### src/ihl_pkg.sv
// Shared types, codes and character helpers of the Intel HEX record loader.
package ihl_pkg;

    localparam int ADDRESS_BITS = 20;
    localparam int SUM_ADDR_W   = 21;
    localparam logic [SUM_ADDR_W-1:0] ADDR_MASK =
        SUM_ADDR_W'((64'd1 << ADDRESS_BITS) - 64'd1);

    localparam logic [23:0] TOTAL_MAX = 24'hFFFFFF;

    localparam logic [2:0] ERR_NONE   = 3'd0;
    localparam logic [2:0] ERR_FORMAT = 3'd1;
    localparam logic [2:0] ERR_TYPE   = 3'd2;
    localparam logic [2:0] ERR_RANGE  = 3'd3;
    localparam logic [2:0] ERR_SUM    = 3'd4;

    localparam logic REG_ADDRESS_OFFSET = 1'b0;
    localparam logic REG_MEMORY_SIZE    = 1'b1;

    localparam logic [20:0] MEMORY_SIZE_RESET = 21'd65536;

    localparam logic [7:0] CHAR_COLON = 8'h3A;
    localparam logic [7:0] CHAR_SPACE = 8'h20;
    localparam logic [7:0] CHAR_TAB   = 8'h09;
    localparam logic [7:0] CHAR_CR    = 8'h0D;

    typedef enum logic [3:0] {
        PH_COLON,
        PH_LEN,
        PH_ADDR,
        PH_TYPE,
        PH_DATA,
        PH_SUM
    } phase_t;

    typedef struct packed {
        logic [19:0] address_offset;
        logic [20:0] memory_size;
    } cfg_t;

    typedef struct packed {
        logic        write_valid;
        logic [19:0] write_address;
        logic [7:0]  write_data;
        logic        done_res;
        logic [2:0]  error_code;
        logic [23:0] bytes_loaded;
    } result_t;

    function automatic logic is_blank(input logic [7:0] c);
        return (c == CHAR_SPACE) || ((c >= CHAR_TAB) && (c <= CHAR_CR));
    endfunction

    // Bit 4 flags a valid hex digit, bits 3:0 carry its value.
    function automatic logic [4:0] hex_value(input logic [7:0] c);
        logic [4:0] r;
        r = 5'd0;
        if (c >= 8'h30 && c <= 8'h39) begin
            r = {1'b1, 4'(c - 8'h30)};
        end
        else if (c >= 8'h41 && c <= 8'h46) begin
            r = {1'b1, 4'(c - 8'h37)};
        end
        else if (c >= 8'h61 && c <= 8'h66) begin
            r = {1'b1, 4'(c - 8'h57)};
        end
        return r;
    endfunction

endpackage

### src/ihl_cfg_regs.sv
// Configuration registers of the loader behind an APB-style port.
module ihl_cfg_regs
    import ihl_pkg::*;
(
    input  logic        clk,
    input  logic        rst_n,
    input  logic        psel,
    input  logic        penable,
    input  logic        pwrite,
    input  logic [2:0]  paddr,
    input  logic [31:0] pwdata,
    output logic [31:0] prdata,
    output logic        pready,
    output cfg_t        cfg
);

    logic [19:0] offset_reg;
    logic [20:0] size_reg;
    logic        wr_en;

    assign pready = 1'b1;
    assign wr_en  = psel && penable && pwrite && pready;

    always_ff @(posedge clk or negedge rst_n)
    begin
        if (!rst_n)
        begin
            offset_reg <= 20'd0;
            size_reg   <= MEMORY_SIZE_RESET;
        end
        else if (wr_en)
        begin
            case (paddr[2])
                REG_ADDRESS_OFFSET: offset_reg <= pwdata[19:0];
                REG_MEMORY_SIZE:    size_reg   <= pwdata[20:0];
                default:            offset_reg <= offset_reg;
            endcase
        end
    end

    always_comb
    begin
        case (paddr[2])
            REG_ADDRESS_OFFSET: prdata = {12'd0, offset_reg};
            REG_MEMORY_SIZE:    prdata = {11'd0, size_reg};
            default:            prdata = 32'd0;
        endcase
    end

    assign cfg.address_offset = offset_reg;
    assign cfg.memory_size    = size_reg;

endmodule

### src/ihl_parser.sv
// Record parser: per-character state update and result computation.
module ihl_parser
    import ihl_pkg::*;
(
    input  logic       clk,
    input  logic       rst_n,
    input  logic       accept,
    input  logic [7:0] character,
    input  cfg_t       cfg,
    output result_t    result
);

    phase_t      phase_reg,   phase_next;
    logic [1:0]  dc_reg,      dc_next;
    logic [15:0] fv_reg,      fv_next;
    logic [7:0]  left_reg,    left_next;
    logic [16:0] raddr_reg,   raddr_next;
    logic        rtype_reg,   rtype_next;
    logic [7:0]  sum_reg,     sum_next;
    logic [23:0] total_reg,   total_next;
    logic [2:0]  err_reg,     err_next;
    logic        fin_reg,     fin_next;

    always_ff @(posedge clk or negedge rst_n)
    begin
        if (!rst_n)
        begin
            phase_reg <= PH_COLON;
            dc_reg    <= 2'd0;
            fv_reg    <= 16'd0;
            left_reg  <= 8'd0;
            raddr_reg <= 17'd0;
            rtype_reg <= 1'b0;
            sum_reg   <= 8'd0;
            total_reg <= 24'd0;
            err_reg   <= ERR_NONE;
            fin_reg   <= 1'b0;
        end
        else if (accept)
        begin
            phase_reg <= phase_next;
            dc_reg    <= dc_next;
            fv_reg    <= fv_next;
            left_reg  <= left_next;
            raddr_reg <= raddr_next;
            rtype_reg <= rtype_next;
            sum_reg   <= sum_next;
            total_reg <= total_next;
            err_reg   <= err_next;
            fin_reg   <= fin_next;
        end
    end

    always_comb
    begin : step_logic
        logic [4:0]            hv;
        logic [2:0]            cnt;
        logic [2:0]            need;
        logic [15:0]           v;
        logic [SUM_ADDR_W-1:0] addr;
        logic                  wvalid;
        logic [19:0]           waddr;
        logic [7:0]            wdata;

        phase_next = phase_reg;
        dc_next    = dc_reg;
        fv_next    = fv_reg;
        left_next  = left_reg;
        raddr_next = raddr_reg;
        rtype_next = rtype_reg;
        sum_next   = sum_reg;
        total_next = total_reg;
        err_next   = err_reg;
        fin_next   = fin_reg;
        wvalid     = 1'b0;
        waddr      = 20'd0;
        wdata      = 8'd0;

        hv   = hex_value(character);
        cnt  = {1'b0, dc_reg} + 3'd1;
        need = (phase_reg == PH_ADDR) ? 3'd4 : 3'd2;
        v    = {fv_reg[11:0], hv[3:0]};
        addr = {4'd0, raddr_reg} + {1'b0, cfg.address_offset};

        if (err_reg == ERR_NONE && !fin_reg)
        begin
            if (phase_reg == PH_COLON)
            begin
                if (character == CHAR_COLON)
                begin
                    phase_next = PH_LEN;
                    dc_next    = 2'd0;
                    fv_next    = 16'd0;
                    sum_next   = 8'd0;
                end
                else if (!is_blank(character))
                begin
                    err_next = ERR_FORMAT;
                end
            end
            else if (!(dc_reg == 2'd0 && is_blank(character)))
            begin
                if (!hv[4])
                begin
                    err_next = ERR_FORMAT;
                end
                else
                begin
                    fv_next = v;
                    dc_next = cnt[1:0];
                    if (cnt >= need)
                    begin
                        // Field complete: consume it and clear the digit collector.
                        dc_next = 2'd0;
                        fv_next = 16'd0;
                        case (phase_reg)
                            PH_LEN:
                            begin
                                left_next  = v[7:0];
                                sum_next   = sum_reg + v[7:0];
                                phase_next = PH_ADDR;
                            end
                            PH_ADDR:
                            begin
                                raddr_next = {1'b0, v};
                                sum_next   = sum_reg + v[15:8] + v[7:0];
                                phase_next = PH_TYPE;
                            end
                            PH_TYPE:
                            begin
                                if (v > 16'd1)
                                begin
                                    err_next = ERR_TYPE;
                                end
                                else
                                begin
                                    rtype_next = v[0];
                                    sum_next   = sum_reg + v[7:0];
                                    phase_next = (left_reg != 8'd0) ? PH_DATA : PH_SUM;
                                end
                            end
                            PH_DATA:
                            begin
                                if (addr >= cfg.memory_size || addr > ADDR_MASK)
                                begin
                                    err_next = ERR_RANGE;
                                end
                                else
                                begin
                                    wvalid     = 1'b1;
                                    waddr      = addr[19:0];
                                    wdata      = v[7:0];
                                    sum_next   = sum_reg + v[7:0];
                                    total_next = (total_reg != TOTAL_MAX) ?
                                                 total_reg + 24'd1 : total_reg;
                                    raddr_next = raddr_reg + 17'd1;
                                    left_next  = left_reg - 8'd1;
                                    if (left_reg == 8'd1)
                                    begin
                                        phase_next = PH_SUM;
                                    end
                                end
                            end
                            PH_SUM:
                            begin
                                sum_next = sum_reg + v[7:0];
                                if (sum_next != 8'd0)
                                begin
                                    err_next = ERR_SUM;
                                end
                                else
                                begin
                                    fin_next   = rtype_reg;
                                    phase_next = PH_COLON;
                                end
                            end
                            default:
                            begin
                                err_next = ERR_FORMAT;
                            end
                        endcase
                    end
                end
            end
        end

        result.write_valid   = wvalid;
        result.write_address = waddr;
        result.write_data    = wdata;
        result.done_res      = fin_next;
        result.error_code    = err_next;
        result.bytes_loaded  = total_next;
    end

    // A latched error never changes until reset.
    a_err_sticky: assert property (@(posedge clk) disable iff (!rst_n)
        (err_reg != ERR_NONE) |=> (err_reg == $past(err_reg)))
        else $error("latched error code changed");

    // Done, once set, stays set.
    a_done_sticky: assert property (@(posedge clk) disable iff (!rst_n)
        fin_reg |=> fin_reg)
        else $error("done flag dropped");

    // A data write goes out only while no error is raised and before done.
    a_write_clean: assert property (@(posedge clk) disable iff (!rst_n)
        result.write_valid |-> (result.error_code == ERR_NONE && !fin_reg
                                && phase_reg == PH_DATA))
        else $error("write issued outside a clean data field");

    // The loaded byte count only grows.
    a_total_mono: assert property (@(posedge clk) disable iff (!rst_n)
        1'b1 |=> (total_reg >= $past(total_reg)))
        else $error("byte count decreased");

endmodule

### src/ihl_out_buf.sv
// Two-entry result buffer: output register with a skid stage behind it.
module ihl_out_buf
    import ihl_pkg::*;
(
    input  logic    clk,
    input  logic    rst_n,
    input  logic    push,
    input  result_t push_data,
    output logic    full,
    output logic    out_valid,
    input  logic    out_stall,
    output result_t out_data
);

    logic    main_valid_reg;
    logic    skid_valid_reg;
    result_t main_reg;
    result_t skid_reg;
    logic    pop;

    assign pop       = main_valid_reg && !out_stall;
    assign full      = skid_valid_reg;
    assign out_valid = main_valid_reg;
    assign out_data  = main_reg;

    always_ff @(posedge clk or negedge rst_n)
    begin
        if (!rst_n)
        begin
            main_valid_reg <= 1'b0;
            skid_valid_reg <= 1'b0;
        end
        else if (skid_valid_reg)
        begin
            if (pop)
            begin
                skid_valid_reg <= 1'b0;
            end
        end
        else if (push)
        begin
            if (main_valid_reg && !pop)
            begin
                skid_valid_reg <= 1'b1;
            end
            else
            begin
                main_valid_reg <= 1'b1;
            end
        end
        else if (pop)
        begin
            main_valid_reg <= 1'b0;
        end
    end

    always_ff @(posedge clk)
    begin
        if (skid_valid_reg)
        begin
            if (pop)
            begin
                main_reg <= skid_reg;
            end
        end
        else if (push)
        begin
            if (main_valid_reg && !pop)
            begin
                skid_reg <= push_data;
            end
            else
            begin
                main_reg <= push_data;
            end
        end
    end

endmodule

### src/intel_hex_record_loader_unit.sv
// Top level of the Intel HEX record loader: config port, parser and result buffer.
//
// The loader takes one ASCII character per input beat and returns exactly one
// result beat per character, carrying an optional memory write (address and
// byte) plus the running status: done, latched error code and a saturating
// count of stored bytes. One character is taken in every clock cycle while
// the result buffer has a free entry; the parser's update of its field,
// checksum and address registers holds the whole per-character step. A result
// beat is registered at the same edge that takes its character: in the output
// register, offered from the next cycle on, if that is free or being emptied,
// else in the skid entry. The two-entry result buffer lets input continue while
// one result waits under stall; input stalls only when both entries hold
// untaken results. After the end-of-file record or the first error, further
// characters are still taken and answered with the frozen status and no write.
// Write address_offset and memory_size only while no result is outstanding.
module intel_hex_record_loader_unit
    import ihl_pkg::*;
(
    input  logic        clk,
    input  logic        rst_n,
    // configuration port
    input  logic        psel,
    input  logic        penable,
    input  logic        pwrite,
    input  logic [2:0]  paddr,
    input  logic [31:0] pwdata,
    output logic [31:0] prdata,
    output logic        pready,
    // character input
    input  logic        in_valid,
    output logic        in_stall,
    input  logic [7:0]  character,
    // result output
    output logic        out_valid,
    input  logic        out_stall,
    output logic        write_valid,
    output logic [19:0] write_address,
    output logic [7:0]  write_data,
    output logic        done_res,
    output logic [2:0]  error_code,
    output logic [23:0] bytes_loaded
);

    cfg_t    cfg;
    result_t step_result;
    result_t out_data;
    logic    buf_full;
    logic    in_accept;

    // Take a character beat whenever the result buffer has a free entry.
    assign in_stall  = buf_full;
    assign in_accept = in_valid && !buf_full;

    ihl_cfg_regs u_cfg (
        .clk     (clk),
        .rst_n   (rst_n),
        .psel    (psel),
        .penable (penable),
        .pwrite  (pwrite),
        .paddr   (paddr),
        .pwdata  (pwdata),
        .prdata  (prdata),
        .pready  (pready),
        .cfg     (cfg)
    );

    // Advance the parser state on every accepted beat; its result is pushed
    // into the buffer in the same cycle.
    ihl_parser u_parser (
        .clk       (clk),
        .rst_n     (rst_n),
        .accept    (in_accept),
        .character (character),
        .cfg       (cfg),
        .result    (step_result)
    );

    // Hold results until the downstream side takes them.
    ihl_out_buf u_out_buf (
        .clk       (clk),
        .rst_n     (rst_n),
        .push      (in_accept),
        .push_data (step_result),
        .full      (buf_full),
        .out_valid (out_valid),
        .out_stall (out_stall),
        .out_data  (out_data)
    );

    assign write_valid   = out_data.write_valid;
    assign write_address = out_data.write_address;
    assign write_data    = out_data.write_data;
    assign done_res      = out_data.done_res;
    assign error_code    = out_data.error_code;
    assign bytes_loaded  = out_data.bytes_loaded;

endmodule
### config.mk
export PLATFORM = sky130hd
export DESIGN_NAME = intel_hex_record_loader_unit
export DESIGN_NICKNAME = d
export VERILOG_FILES = /design/src/ihl_pkg.sv /design/src/ihl_cfg_regs.sv /design/src/ihl_parser.sv /design/src/ihl_out_buf.sv /design/src/intel_hex_record_loader_unit.sv
export SDC_FILE = /design/constraint.sdc
export NUM_CORES = 1
export LEC_CHECK = 0
export ABC_AREA = 1
export BUFFER_PORTS_ARGS = -buffer_cell sky130_fd_sc_hd__buf_4
export CORE_MARGIN = 2
export CORE_UTILIZATION = 60
export CTS_BUF_LIST = sky130_fd_sc_hd__clkbuf_4 sky130_fd_sc_hd__clkbuf_8 sky130_fd_sc_hd__clkbuf_16
export DETAILED_ROUTE_END_ITERATION = 12
export PLACE_DENSITY = 0.86
export SLEW_MARGIN = 20
export SYNTH_ARGS = -nofsm -noshare
export SYNTH_HDL_FRONTEND = slang
export SYNTH_HIERARCHICAL = 1
export SYNTH_SLANG_ARGS = --single-unit
### constraint.sdc
create_clock -name clk -period 11.1 [get_ports clk]
set_input_delay 1.665 -clock clk [delete_from_list [all_inputs] [get_ports clk]]
set_output_delay 1.665 -clock clk [all_outputs]
set_load 0.05 [all_outputs]
==> results of run 1 <==
==> layer usage <==
metal	part of all wire [%]	routed length, um	global-route usage, %	vias to the layer above
met1	43	14300	36.7	5634
met3	6.9	2290	3.06	66
met4	2.3	778	7.75	0
li1	-	-	-	5825
met2	48	16000	45.3	483
met5	0	0	0	-
==> power groups by stage <==
stage | Combinational, W | Clock, W | Sequential [W]
6_report | 0.00110 | 0.000802 | 0.00123
5_1_grt | 0.00119 | 0.000846 | 0.00125
4_1_cts | 0.00110 | 0.000815 | 0.00123
3_5_place_dp | 0.00110 | 0 | 0.00125
3_3_place_gp | 0.00106 | 0 | 0.00124
2_1_floorplan | 0.000492 | 0 | 0.00154
==> stage by stage <==
step           utilization (%)  setup WS [ns]  hold WS, ns  area (um^2)  cells
6_report                  68.3           5.71        0.482        15900   2197
4_1_cts                   68.3           5.90        0.484        15900   2197
2_1_floorplan                -           6.31        0.449        14200   1777
3_3_place_gp              64.9           6.02        0.464        15100   2153
3_5_place_dp              64.9           5.93        0.474        15100   2153
5_1_grt                   68.3           5.39        0.515        15900   2197
==> cell type report <==
class | instances | area [um^2]
fill | 1828 | 7370
timing repair buffer | 122 | 916
clock buffer | 31 | 672
tap | 319 | 399
sequential | 236 | 6480
inverter | 241 | 906
multi-input combinational | 1235 | 6410
clock inverter | 13 | 115
==> critical path, cell delays in order, from the launching register on <==
cell	delay (ns)
dfrtp_1	0.41
ha_1	0.20
inv_1	0.06
fa_1	0.35
inv_1	0.08
nand2_1	0.07
a21oi_1	0.39
a21oi_1	0.22
o21bai_1	0.26
nand2_1	0.09
nand2_1	0.08
nand2_1	0.05
nand2_1	0.09
inv_1	0.05
ha_1	0.30
nand2_1	0.07
nand2_1	0.05
nand3_1	0.07
nand2_1	0.07
a21oi_1	0.13
nand3_1	0.21
nor2_1	0.35
nand2b_2	0.15
nor3_4	0.28
inv_2	0.28
nor3_1	0.65
nand2_1	0.13
nand2_1	0.10
==> worst max path at each step <==
stage | start | to | depth (start not counted)
2_1_floorplan | in_valid | u_out_buf/out_data[0] | 4
3_3_place_gp | character[0] | u_parser/phase_reg[2] | 23
3_5_place_dp | character[0] | u_parser/phase_reg[1] | 23
4_1_cts | u_parser/raddr_reg[0] | u_out_buf/out_data[38] | 27
5_1_grt | u_parser/raddr_reg[0] | u_out_buf/out_data[38] | 27
6_report | u_parser/raddr_reg[0] | u_out_buf/out_data[38] | 27
==> synthesized netlist by cell type (all sizes together) (26+ instances only) <==
cell | n | area, um^2
nand3 | 118 | 613
nor2 | 110 | 495
nor3 | 26 | 163
ha | 62 | 776
o21ai | 106 | 534
edfxtp | 114 | 3420
xor2 | 27 | 244
nand4 | 34 | 225
inv | 239 | 897
nand2 | 618 | 2360
buf | 56 | 348
a21oi | 45 | 229
dfrtp | 121 | 3030
==> cells by family (layout without fill, tap and decap cells) <==
group | Yosys count | count (layout) | share of synthesized area (%)
AND/OR/NAND/NOR | 929 | 929 | 28.4
buffers and inverters | 306 | 407 | 9.11
flip-flops | 236 | 236 | 45.8
AO/OA/AOI/OAI | 173 | 173 | 6.53
adder cells (fa/ha/maj) | 73 | 73 | 7.05
XOR/XNOR | 47 | 47 | 2.97
other | 2 | 12 | 0.0532
multiplexers | 1 | 1 | 0.0708
==> run summary, run 1 <==
Register area share after synthesis -> 45.8%
Syn-to-layout area delta -> 12.5%
First-pass GRT wire length -> 53.6 mm
Residual DRC count -> 0
Worst slew pin tran -> 1.12 ns
Commonest non-fill, non-tap cell in the layout -> nand2_1
Clock root buffer master -> clkbuf_16
Clock-pin slew on the worst setup and hold paths -> 0.06 ns
Post-DR vias/cell -> 5.47
Min Tclk post-route -> 5.39 ns
Num ports -> 142
RSZ-0062 raised after global routing -> no
Clock Power Share -> 25.6%
Longest Clk Path Bufs -> 3
Fin. max-slew vios -> 0
CP Capture Type -> flop
Die height -> 157 um
Post-cts resize count -> 0
Reg-to-Reg Start -> u_parser/raddr_reg[0]
Layout net count -> 1,983
Startpoint Class -> flop
Final setup fails -> 0
Cell variety after synth -> 56
Post-CTS Hold Fix Bufs -> 0
Static Leak -> 7.97 nW
Internal power -> 0.00189 W
Fin crit share -> 48.5%
Fraction of layout cells with a size suffix above 1 -> 12.0%
Switching part of the total power -> 39.8%
Relative slew slack -> 25.0%
Die width -> 157 um
Seq pwr share -> 39.3%
GRT Total Usage -> 26.8%
Number of flops mapped to enable cells by yosys -> 114
Cells on worst reg2reg path -> 27
Drt wl/cell -> 15.2 um
Total grt overflow -> 0
CP arrival -> 5.79 ns
H-tree levels -> 1
Max Freq -> 186 MHz
WL final -> 33.3 mm
Final TNS setup -> 0 ns
Outcome -> finished, final reports clean
Psw -> 0.00125 W
Power Total -> 0.00313 W
Core Footprint -> 23,300 um^2
Hold_sp -> u_cfg/size_reg[16]
HPWL Detailed -> 23.7 mm
Largest net degree at the start of global routing -> 75
Critical Path RT -> 11.50 ns
Hold Violations, Final -> 0
Vias in the first global route -> 11,000
Number of CTS-inserted buffers -> 24
Hold Path Class -> flop to flop
GPL Wtd Cong -> 0.955
Initial antenna violation count -> 0
Async SR Flop Fraction -> 51.7%
Ant diodes -> 0
Crit-path max FO -> 25
CTS sink count -> 236
Crit Path Category -> flop to flop
Die Area -> 24,800 um^2
Starting DRT DRC Count -> 1,202
Worst reg2reg endpoint -> u_out_buf/out_data[38]
Post-Syn Area -> 14,100 um^2
Post-CTS setup repair buffer count -> 0
Row Count -> 56
Synth Flop Type -> dfrtp_1
Maximum vdd drop -> 0.000242 V
Initial Util -> 60.7%
Syn avg cell area -> 8.00 um^2
Final ANT Viol Nets -> 0
Flops & latches, synth -> 236
Hold depth -> 2
I/O Buffers -> 116
Ys Warns -> 6
Combinational share of power -> 35.1%
Most frequent cells in the layout -> nand2_1 (609), inv_1 (217), buf_4 (122)
Final Skew -> 0.0125 ns
CTS tree -> built
Reg2Reg Setup Slack -> 5.71 ns
Worst-Skew Late Latency -> 0.53 ns
Syn Inst Count -> 1,767
Vias post-DR -> 12,000
Cell Pwr Density -> 197 nW/um^2
Hold Path End -> u_cfg/size_reg[16]
DR pass1 iterations -> 6
Max Cap Violations -> 0
(Power assumes the default switching activity.)
==> run 2: changes to the inputs <==
--- a/config.mk
+++ b/config.mk
@@ -5,13 +5,13 @@
 export SDC_FILE = /design/constraint.sdc
 export NUM_CORES = 1
 export LEC_CHECK = 0
-export ABC_AREA = 1
+export ABC_AREA = 0
 export BUFFER_PORTS_ARGS = -buffer_cell sky130_fd_sc_hd__buf_4
 export CORE_MARGIN = 2
-export CORE_UTILIZATION = 60
+export CORE_UTILIZATION = 54
 export CTS_BUF_LIST = sky130_fd_sc_hd__clkbuf_4 sky130_fd_sc_hd__clkbuf_8 sky130_fd_sc_hd__clkbuf_16
 export DETAILED_ROUTE_END_ITERATION = 12
-export PLACE_DENSITY = 0.86
+export PLACE_DENSITY = 0.82
 export SLEW_MARGIN = 20
 export SYNTH_ARGS = -nofsm -noshare
 export SYNTH_HDL_FRONTEND = slang
==> constraint.sdc (replaced) <==
create_clock -name clk -period 4.5 [get_ports clk]
set_input_delay 0.675 -clock clk [delete_from_list [all_inputs] [get_ports clk]]
set_output_delay 0.675 -clock clk [all_outputs]
set_load 0.05 [all_outputs]
==> run summary, run 2 <==
Final worst slack -> -0.636 ns (-6.35 ns)
Total grt overflow -> 0 (unchanged)
Slowest CP cell -> dfrtp_1
RSZ-0062 raised after global routing -> yes
Psw -> 0.00310 W (+150%)
Pre-CTS WS -> -0.515 ns (-6.44 ns)
First-pass GRT wire length -> 53.4 mm (-0.27%)
Die height -> 164 um (+4.0%)
Fin crit share -> 114% (+66 points)
Failing checks -> negative setup slack
Reg2Reg Setup Slack -> -0.64 ns (-6.35 ns)
WL final -> 38.4 mm (+15%)
Placed Instances -> 1,743 (-19%)
Post-synth top area share -> 24.8% (+0.62 points)
DR pass1 iterations -> 6 (unchanged)
Post-Syn Area -> 13,800 um^2 (-2.5%)
Fin. max-slew vios -> 0 (unchanged)
Async SR Flop Fraction -> 51.7% (unchanged)
Residual DRC count -> 0 (unchanged)
Starting DRT DRC Count -> 998 (-17%)
Worst path cell trace -> ha_1 > a21o_1 > a21oi_2 > o21a_1 > or3_4 > a311o_1 > o211ai_1 > buf_4 > xor2_2 > ha_1 > nand4_1 > inv_2 > a2111oi_4 > o211ai_2 > buf_4 > nor4_4 > buf_6 > buf_6 > nand3_4 > nor2_4 > xor2_2 > mux2_4
Commonest non-fill, non-tap cell in the layout -> buf_4
Most frequent cells in the layout -> buf_4 (243), dfrtp_1 (120), edfxtp_1 (114)
Cell variety after synth -> 88 (+57%)
Max Freq -> 195 MHz (+4.9%)
Post-DR vias/cell -> 6.01 (+9.9%)
Post-CTS Hold Fix Bufs -> 0 (unchanged)
Filler cell count -> 1,585 (-13%)
Syn-to-layout area delta -> 31.0%
Number of flops mapped to enable cells by yosys -> 114 (unchanged)
Seq pwr share -> 35.4% (-3.9 points)
Relative slew slack -> 27.0% (+2.0 points)
Syn Inst Count -> 1,219 (-31%)
Power Total -> 0.00827 W (+160%)
GRT Total Usage -> 25.1% (-1.7 points)
Row Count -> 58 (+3.6%)
Layout net count -> 1,603 (-19%)
Combinational share of power -> 38.3% (+3.2 points)
Synth Flop Type -> dfrtp_1
Worst-Skew Late Latency -> 0.55 ns (+0.02 ns)
Clock Power Share -> 26.2% (+0.6 points)
Maximum vdd drop -> 0.000780 V (+220%)
CTS tree -> built
Ys Warns -> 6 (unchanged)
Die width -> 164 um (+4.0%)
Largest cells by area after synthesis -> edfxtp_1 (25%), dfrtp_1 (22%), mux2_4 (6.2%)
Vias in the first global route -> 10,300 (-7.1%)
Register area share after synthesis -> 47.0% (+1.2 points)
Core Footprint -> 25,100 um^2 (+7.9%)
GPL Wtd Cong -> 0.901 (-5.6%)
WP buf/inv -> 5 (+1)
Fin cells -> 1,830 (-17%)
Num ports -> 142 (unchanged)
Syn avg cell area -> 11.3 um^2 (+41%)
Crit Path Category -> flop to flop
Flops & latches, synth -> 236 (unchanged)
I/O Buffers -> 116 (unchanged)
Critical Path RT -> 4.79 ns (-6.71 ns)
Cell Pwr Density -> 458 nW/um^2 (+130%)
Final Skew -> 0.0193 ns (+0.00679 ns)
Top-count cell post-synth -> dfrtp_1
Longest Clk Path Bufs -> 3 (unchanged)
Multi-input gate area -> 7660 um^2 (+19%)
Vias post-DR -> 11,000 (-8.4%)
CTS sink count -> 236 (unchanged)
Clock-pin slew on the worst setup and hold paths -> 0.06 ns (about the same)
Crit path largest cell delay -> 0.42 ns (-0.23 ns)
Crit-path max FO -> 5 (-80%)
Hold Path Class -> primary input to asynchronous set/reset pin
Worst slew pin tran -> 1.09 ns (-0.0258 ns)
H-tree levels -> 1 (unchanged)
Outcome -> complete, but fails checks
Internal power -> 0.00517 W (+170%)
Largest area contributor in the netlist -> edfxtp_1
Initial Util -> 54.9% (-5.9 points)
CP Capture Type -> flop
Final ANT Viol Nets -> 0 (unchanged)
Clock root buffer master -> clkbuf_16
Initial antenna violation count -> 0 (unchanged)
Switching part of the total power -> 37.5% (-2.2 points)
Max Cap Violations -> 0 (unchanged)
Die Area -> 26,800 um^2 (+8.1%)
Hold Violations, Final -> 0 (unchanged)
Drt wl/cell -> 21.0 um (+38%)
Post-synth top cells -> dfrtp_1 (121), edfxtp_1 (114), nand2_1 (99)
Final setup fails -> 169 (+169)
Startpoint Class -> flop
Reg area -> 6480 um^2 (about the same)
HPWL Detailed -> 22.9 mm (-3.3%)
Fraction of layout cells with a size suffix above 1 -> 40.6% (+29 points)
CP arrival -> 5.43 ns (-0.36 ns)
Largest net degree at the start of global routing -> 70 (-6.7%)
Number of CTS-inserted buffers -> 26 (+8.3%)
Min Tclk post-route -> 5.14 ns (-0.252 ns)
Top delay family on crit path -> compound AO/OA/AOI/OAI gates
Ant diodes -> 0 (unchanged)
Static Leak -> 8.10 nW (+1.6%)
## run 2: cell types whose count changed in the layout (fill, tap and decap cells not counted), moves of 20 or more
cell	delta
nand3_1	-81
buf_4	+121
mux2_1	+21
inv_1	-151
nor2_1	-50
nand2_1	-521
and3_1	+24
o21ai_0	-29
a21oi_2	+34
mux2_4	+60
mux2_2	+42
o21ai_1	-25
buf_6	+20
## run 2: path summary, 6_finish.rpt
check | cells past startpoint | startpoint | endpoint
worst max register to register | 22 | u_parser/raddr_reg[1] | u_out_buf/out_data[19]
max in group asynchronous | 2 | rst_n | u_parser/phase_reg[1]
worst min-delay path | 1 | rst_n | u_cfg/size_reg[6]
min in group clk | 2 | pwdata[14] | u_cfg/size_reg[14]
worst min register to register | 1 | u_cfg/size_reg[10] | u_cfg/size_reg[10]
worst max-delay path | 22 | u_parser/raddr_reg[1] | u_out_buf/out_data[19]
## run 2: power by group through the flow
stage                     Combinational, W  Sequential (W)  Clock (W)
after detailed placement           0.00290         0.00296          0
after global routing               0.00333         0.00297    0.00228
after global placement             0.00284         0.00294          0
after CTS                          0.00297         0.00292    0.00217
after floorplan                    0.00140         0.00361          0
final                              0.00317         0.00293    0.00217
## run 2: cell families after synthesis
kind of cell | after synthesis | synth area share, %
buffers and inverters | 127 | 4.94
adder cells (fa/ha/maj) | 74 | 7.30
AND/OR/NAND/NOR | 353 | 13.3
XOR/XNOR | 70 | 4.45
other | 2 | 0.0545
flip-flops | 236 | 47.0
AO/OA/AOI/OAI | 231 | 11.1
multiplexers | 126 | 11.8
## run 2: routing by layer
metal | up-vias | wire length (um) | track usage (%)
met2 | 540 | 19600 | 44.4
li1 | 4923 | - | -
met1 | 5390 | 14700 | 32.4
met3 | 142 | 2300 | 2.75
met4 | 0 | 1740 | 8.29
met5 | - | 0 | 0
## run 2: layout make-up
cell class / count / area share [%]
Multi-Input combinational cell: 867 / 42.4
Sequential cell: 236 / 35.9
Timing Repair Buffer: 278 / 12.9
Clock buffer: 40 / 4.39
Tap cell: 330 / 2.29
Inverter: 69 / 1.50
Clock inverter: 8 / 0.444
Timing Repair inverter: 2 / 0.139
## run 2: through the flow
stage	setup TNS, ns	hold slack, ns	utilization [%]	instance area, um^2
after floorplan	-0.728	0.379	-	13900
after global placement	-9.63	0.494	62.7	15800
after detailed placement	-24.75	0.502	62.7	15800
after CTS	-19.14	0.295	67.6	17000
after global routing	-77.20	0.345	71.9	18100
final	-50.63	0.258	71.9	18100
## run 2: timing repair
item | CTS | global route
endpoints found under the hold margin | 0 | 0
gates resized for setup | 58 | 180
endpoints found under the setup margin | 133 | 172
gates cloned | 4 | 2
buffers inserted | 11 | 28
pin swaps | 23 | 39
==> run 3: changes to the inputs <==
--- a/config.mk
+++ b/config.mk
@@ -11,7 +11,7 @@
 export CORE_UTILIZATION = 54
 export CTS_BUF_LIST = sky130_fd_sc_hd__clkbuf_4 sky130_fd_sc_hd__clkbuf_8 sky130_fd_sc_hd__clkbuf_16
 export DETAILED_ROUTE_END_ITERATION = 12
-export PLACE_DENSITY = 0.82
+export PLACE_DENSITY = 0.83
 export SLEW_MARGIN = 20
 export SYNTH_ARGS = -nofsm -noshare
 export SYNTH_HDL_FRONTEND = slang
==> run summary, run 3 (synthesis results as in run 2) <==
Cells on worst reg2reg path -> 21 (-4.5%)
Clock root buffer master -> clkbuf_16
Most frequent cells in the layout -> buf_4 (242), dfrtp_1 (120), edfxtp_1 (114)
Worst reg2reg endpoint -> u_out_buf/out_data[1]
Static Leak -> 8.08 nW (-0.20%)
Pre-CTS WS -> -0.463 ns (+0.0512 ns)
Hold Violations, Final -> 0 (unchanged)
Worst slew pin tran -> 1.11 ns (+0.0175 ns)
CP arrival -> 5.34 ns (-0.09 ns)
Startpoint Class -> flop
Maximum vdd drop -> 0.000718 V (-7.9%)
Final setup fails -> 143 (-15%)
GPL Wtd Cong -> 0.869 (-3.6%)
Num ports -> 142 (unchanged)
Min Tclk post-route -> 5.03 ns (-0.104 ns)
Failing checks -> negative setup slack
Layout net count -> 1,594 (-0.56%)
Core Footprint -> 25,100 um^2 (unchanged)
Post-DR vias/cell -> 5.93 (-1.3%)
Placed Area -> 15,600 um^2 (-0.78%)
Placed Instances -> 1,725 (-1.0%)
Final TNS setup -> -34.10 ns (+16.53 ns)
I/O Buffers -> 116 (unchanged)
DR pass1 iterations -> 5 (-1)
CTS tree -> built
Post-CTS Hold Fix Bufs -> 0 (unchanged)
H-tree levels -> 1 (unchanged)
Crit Path Category -> flop to flop
Filler cell count -> 1,612 (+1.7%)
Critical Path RT -> 4.81 ns (+0.02 ns)
Die width -> 164 um (unchanged)
Clock-pin slew on the worst setup and hold paths -> 0.06 ns (about the same)
Fraction of layout cells with a size suffix above 1 -> 38.7% (-1.9 points)
Vias post-DR -> 10,800 (-1.8%)
Max Freq -> 199 MHz (+2.1%)
Starting DRT DRC Count -> 1,046 (+4.8%)
Utilization after layout -> 70.7% (-1.2 points)
Crit-path max FO -> 5 (unchanged)
Initial Util -> 54.9% (unchanged)
Final ANT Viol Nets -> 0 (unchanged)
Final worst slack -> -0.532 ns (+0.104 ns)
Reg2Reg Setup Slack -> -0.53 ns (+0.10 ns)
Fin cells -> 1,821 (-0.49%)
Residual DRC count -> 0 (unchanged)
RSZ-0062 raised after global routing -> yes
Row Count -> 58 (unchanged)
Vias in the first global route -> 10,500 (+2.8%)
Final Skew -> 0.0254 ns (+0.00607 ns)
Number of CTS-inserted buffers -> 25 (-3.8%)
CP Capture Type -> flop
Die height -> 164 um (unchanged)
Drt wl/cell -> 19.8 um (-5.7%)
Fin area -> 17,800 um^2 (-1.7%)
CTS sink count -> 236 (unchanged)
WL final -> 36.0 mm (-6.2%)
Cell Pwr Density -> 464 nW/um^2 (+1.3%)
Die Area -> 26,800 um^2 (unchanged)
Worst-Skew Late Latency -> 0.56 ns (about the same)
Syn-to-layout area delta -> 28.8%
HPWL Detailed -> 22.8 mm (-0.60%)
Hold Path Class -> primary input to asynchronous set/reset pin
Total grt overflow -> 0 (unchanged)
Initial antenna violation count -> 1 (+1)
First-pass GRT wire length -> 53.1 mm (-0.72%)
Fin. max-slew vios -> 0 (unchanged)
Commonest non-fill, non-tap cell in the layout -> buf_4
Longest Clk Path Bufs -> 3 (unchanged)
GRT Total Usage -> 24.9% (-0.26 points)
Fin crit share -> 112% (-2.3 points)
Reg-to-Reg Start -> u_parser/raddr_reg[0]
Largest net degree at the start of global routing -> 123 (+76%)
Outcome -> complete, but fails checks
Max Cap Violations -> 0 (unchanged)
Relative slew slack -> 25.9% (-1.2 points)
## run 3: cell types whose count changed in the layout (fill, tap and decap cells not counted), sizes merged, moves of 2 or more
cell,before,now
buf,276,269
bufinv,1,3
clkbuf,42,36
clkinv,9,7
inv,69,71
## run 3: stage by stage
step           total power, W  hold slack (ns)
6_report              0.00824            0.246
5_1_grt               0.00855            0.292
4_1_cts               0.00812            0.269
3_5_place_dp          0.00583            0.500
3_3_place_gp          0.00575            0.493
2_1_floorplan         0.00501            0.379
## run 3: where the power goes
group	internal (W)	switching, W
combinational	0.00115	0.00197
clock	0.00131	0.000900
sequential	0.00271	0.000204
## run 3: metal layers
layer  global-route usage, %  vias up  share of wire, %
met2                    44.3      447                51
met1                    31.2     5354                39
li1                        -     4903                 -
met4                    7.85        0               3.0
met5                       0        -                 0
met3                    3.79       91               6.7
## run 3: worst max-delay path by stage
stage,startpoint,end,slack (ns),cells past startpoint
detailed placement,u_parser/raddr_reg[0],u_out_buf/out_data[6],-0.46,21
global route,u_parser/raddr_reg[1],u_out_buf/out_data[7],-0.69,21
global placement,u_parser/raddr_reg[0],u_out_buf/out_data[6],-0.39,21
floorplan,u_parser/raddr_reg[1],u_out_buf/out_data[17],-0.11,21
finish,u_parser/raddr_reg[0],u_out_buf/out_data[1],-0.53,21
CTS,u_parser/raddr_reg[0],u_out_buf/out_data[14],-0.36,23
## run 3: repair_timing
action | CTS | global route
cloned | 3 | 4
setup buffers | 25 | 19
pin swaps | 27 | 33
resized for setup | 73 | 113
endpoints found under the setup margin | 104 | 172
## run 3: worst max-delay path, cell delays in order (launching register included)
cell and delay, ns:
dfrtp_1 0.38, ha_2 0.20, inv_2 0.04, fa_2 0.35, nor2b_2 0.15, o2111ai_2 0.14
a21oi_2 0.27, o2111ai_4 0.17, a21oi_2 0.21, o21ai_2 0.11, a21oi_2 0.19, a31oi_1 0.08
ha_1 0.34, a21oi_2 0.14, o21ai_2 0.08, a2111oi_4 0.43, o211ai_2 0.20, nor4_4 0.29
buf_4 0.21, nand3_4 0.16, mux2_4 0.40, mux2_4 0.27
## run 3: layout make-up
type,instances,area (um^2),share of cell area (%)
tap,330,413,2.33
inverter,69,272,1.53
sequential,236,6480,36.5
timing repair inverter,1,6.26,0.0352
clock buffer,34,724,4.08
clock inverter,12,154,0.867
multi-input combinational,867,7460,42.0
timing repair buffer,271,2240,12.6
antenna,1,2.50,0.0141
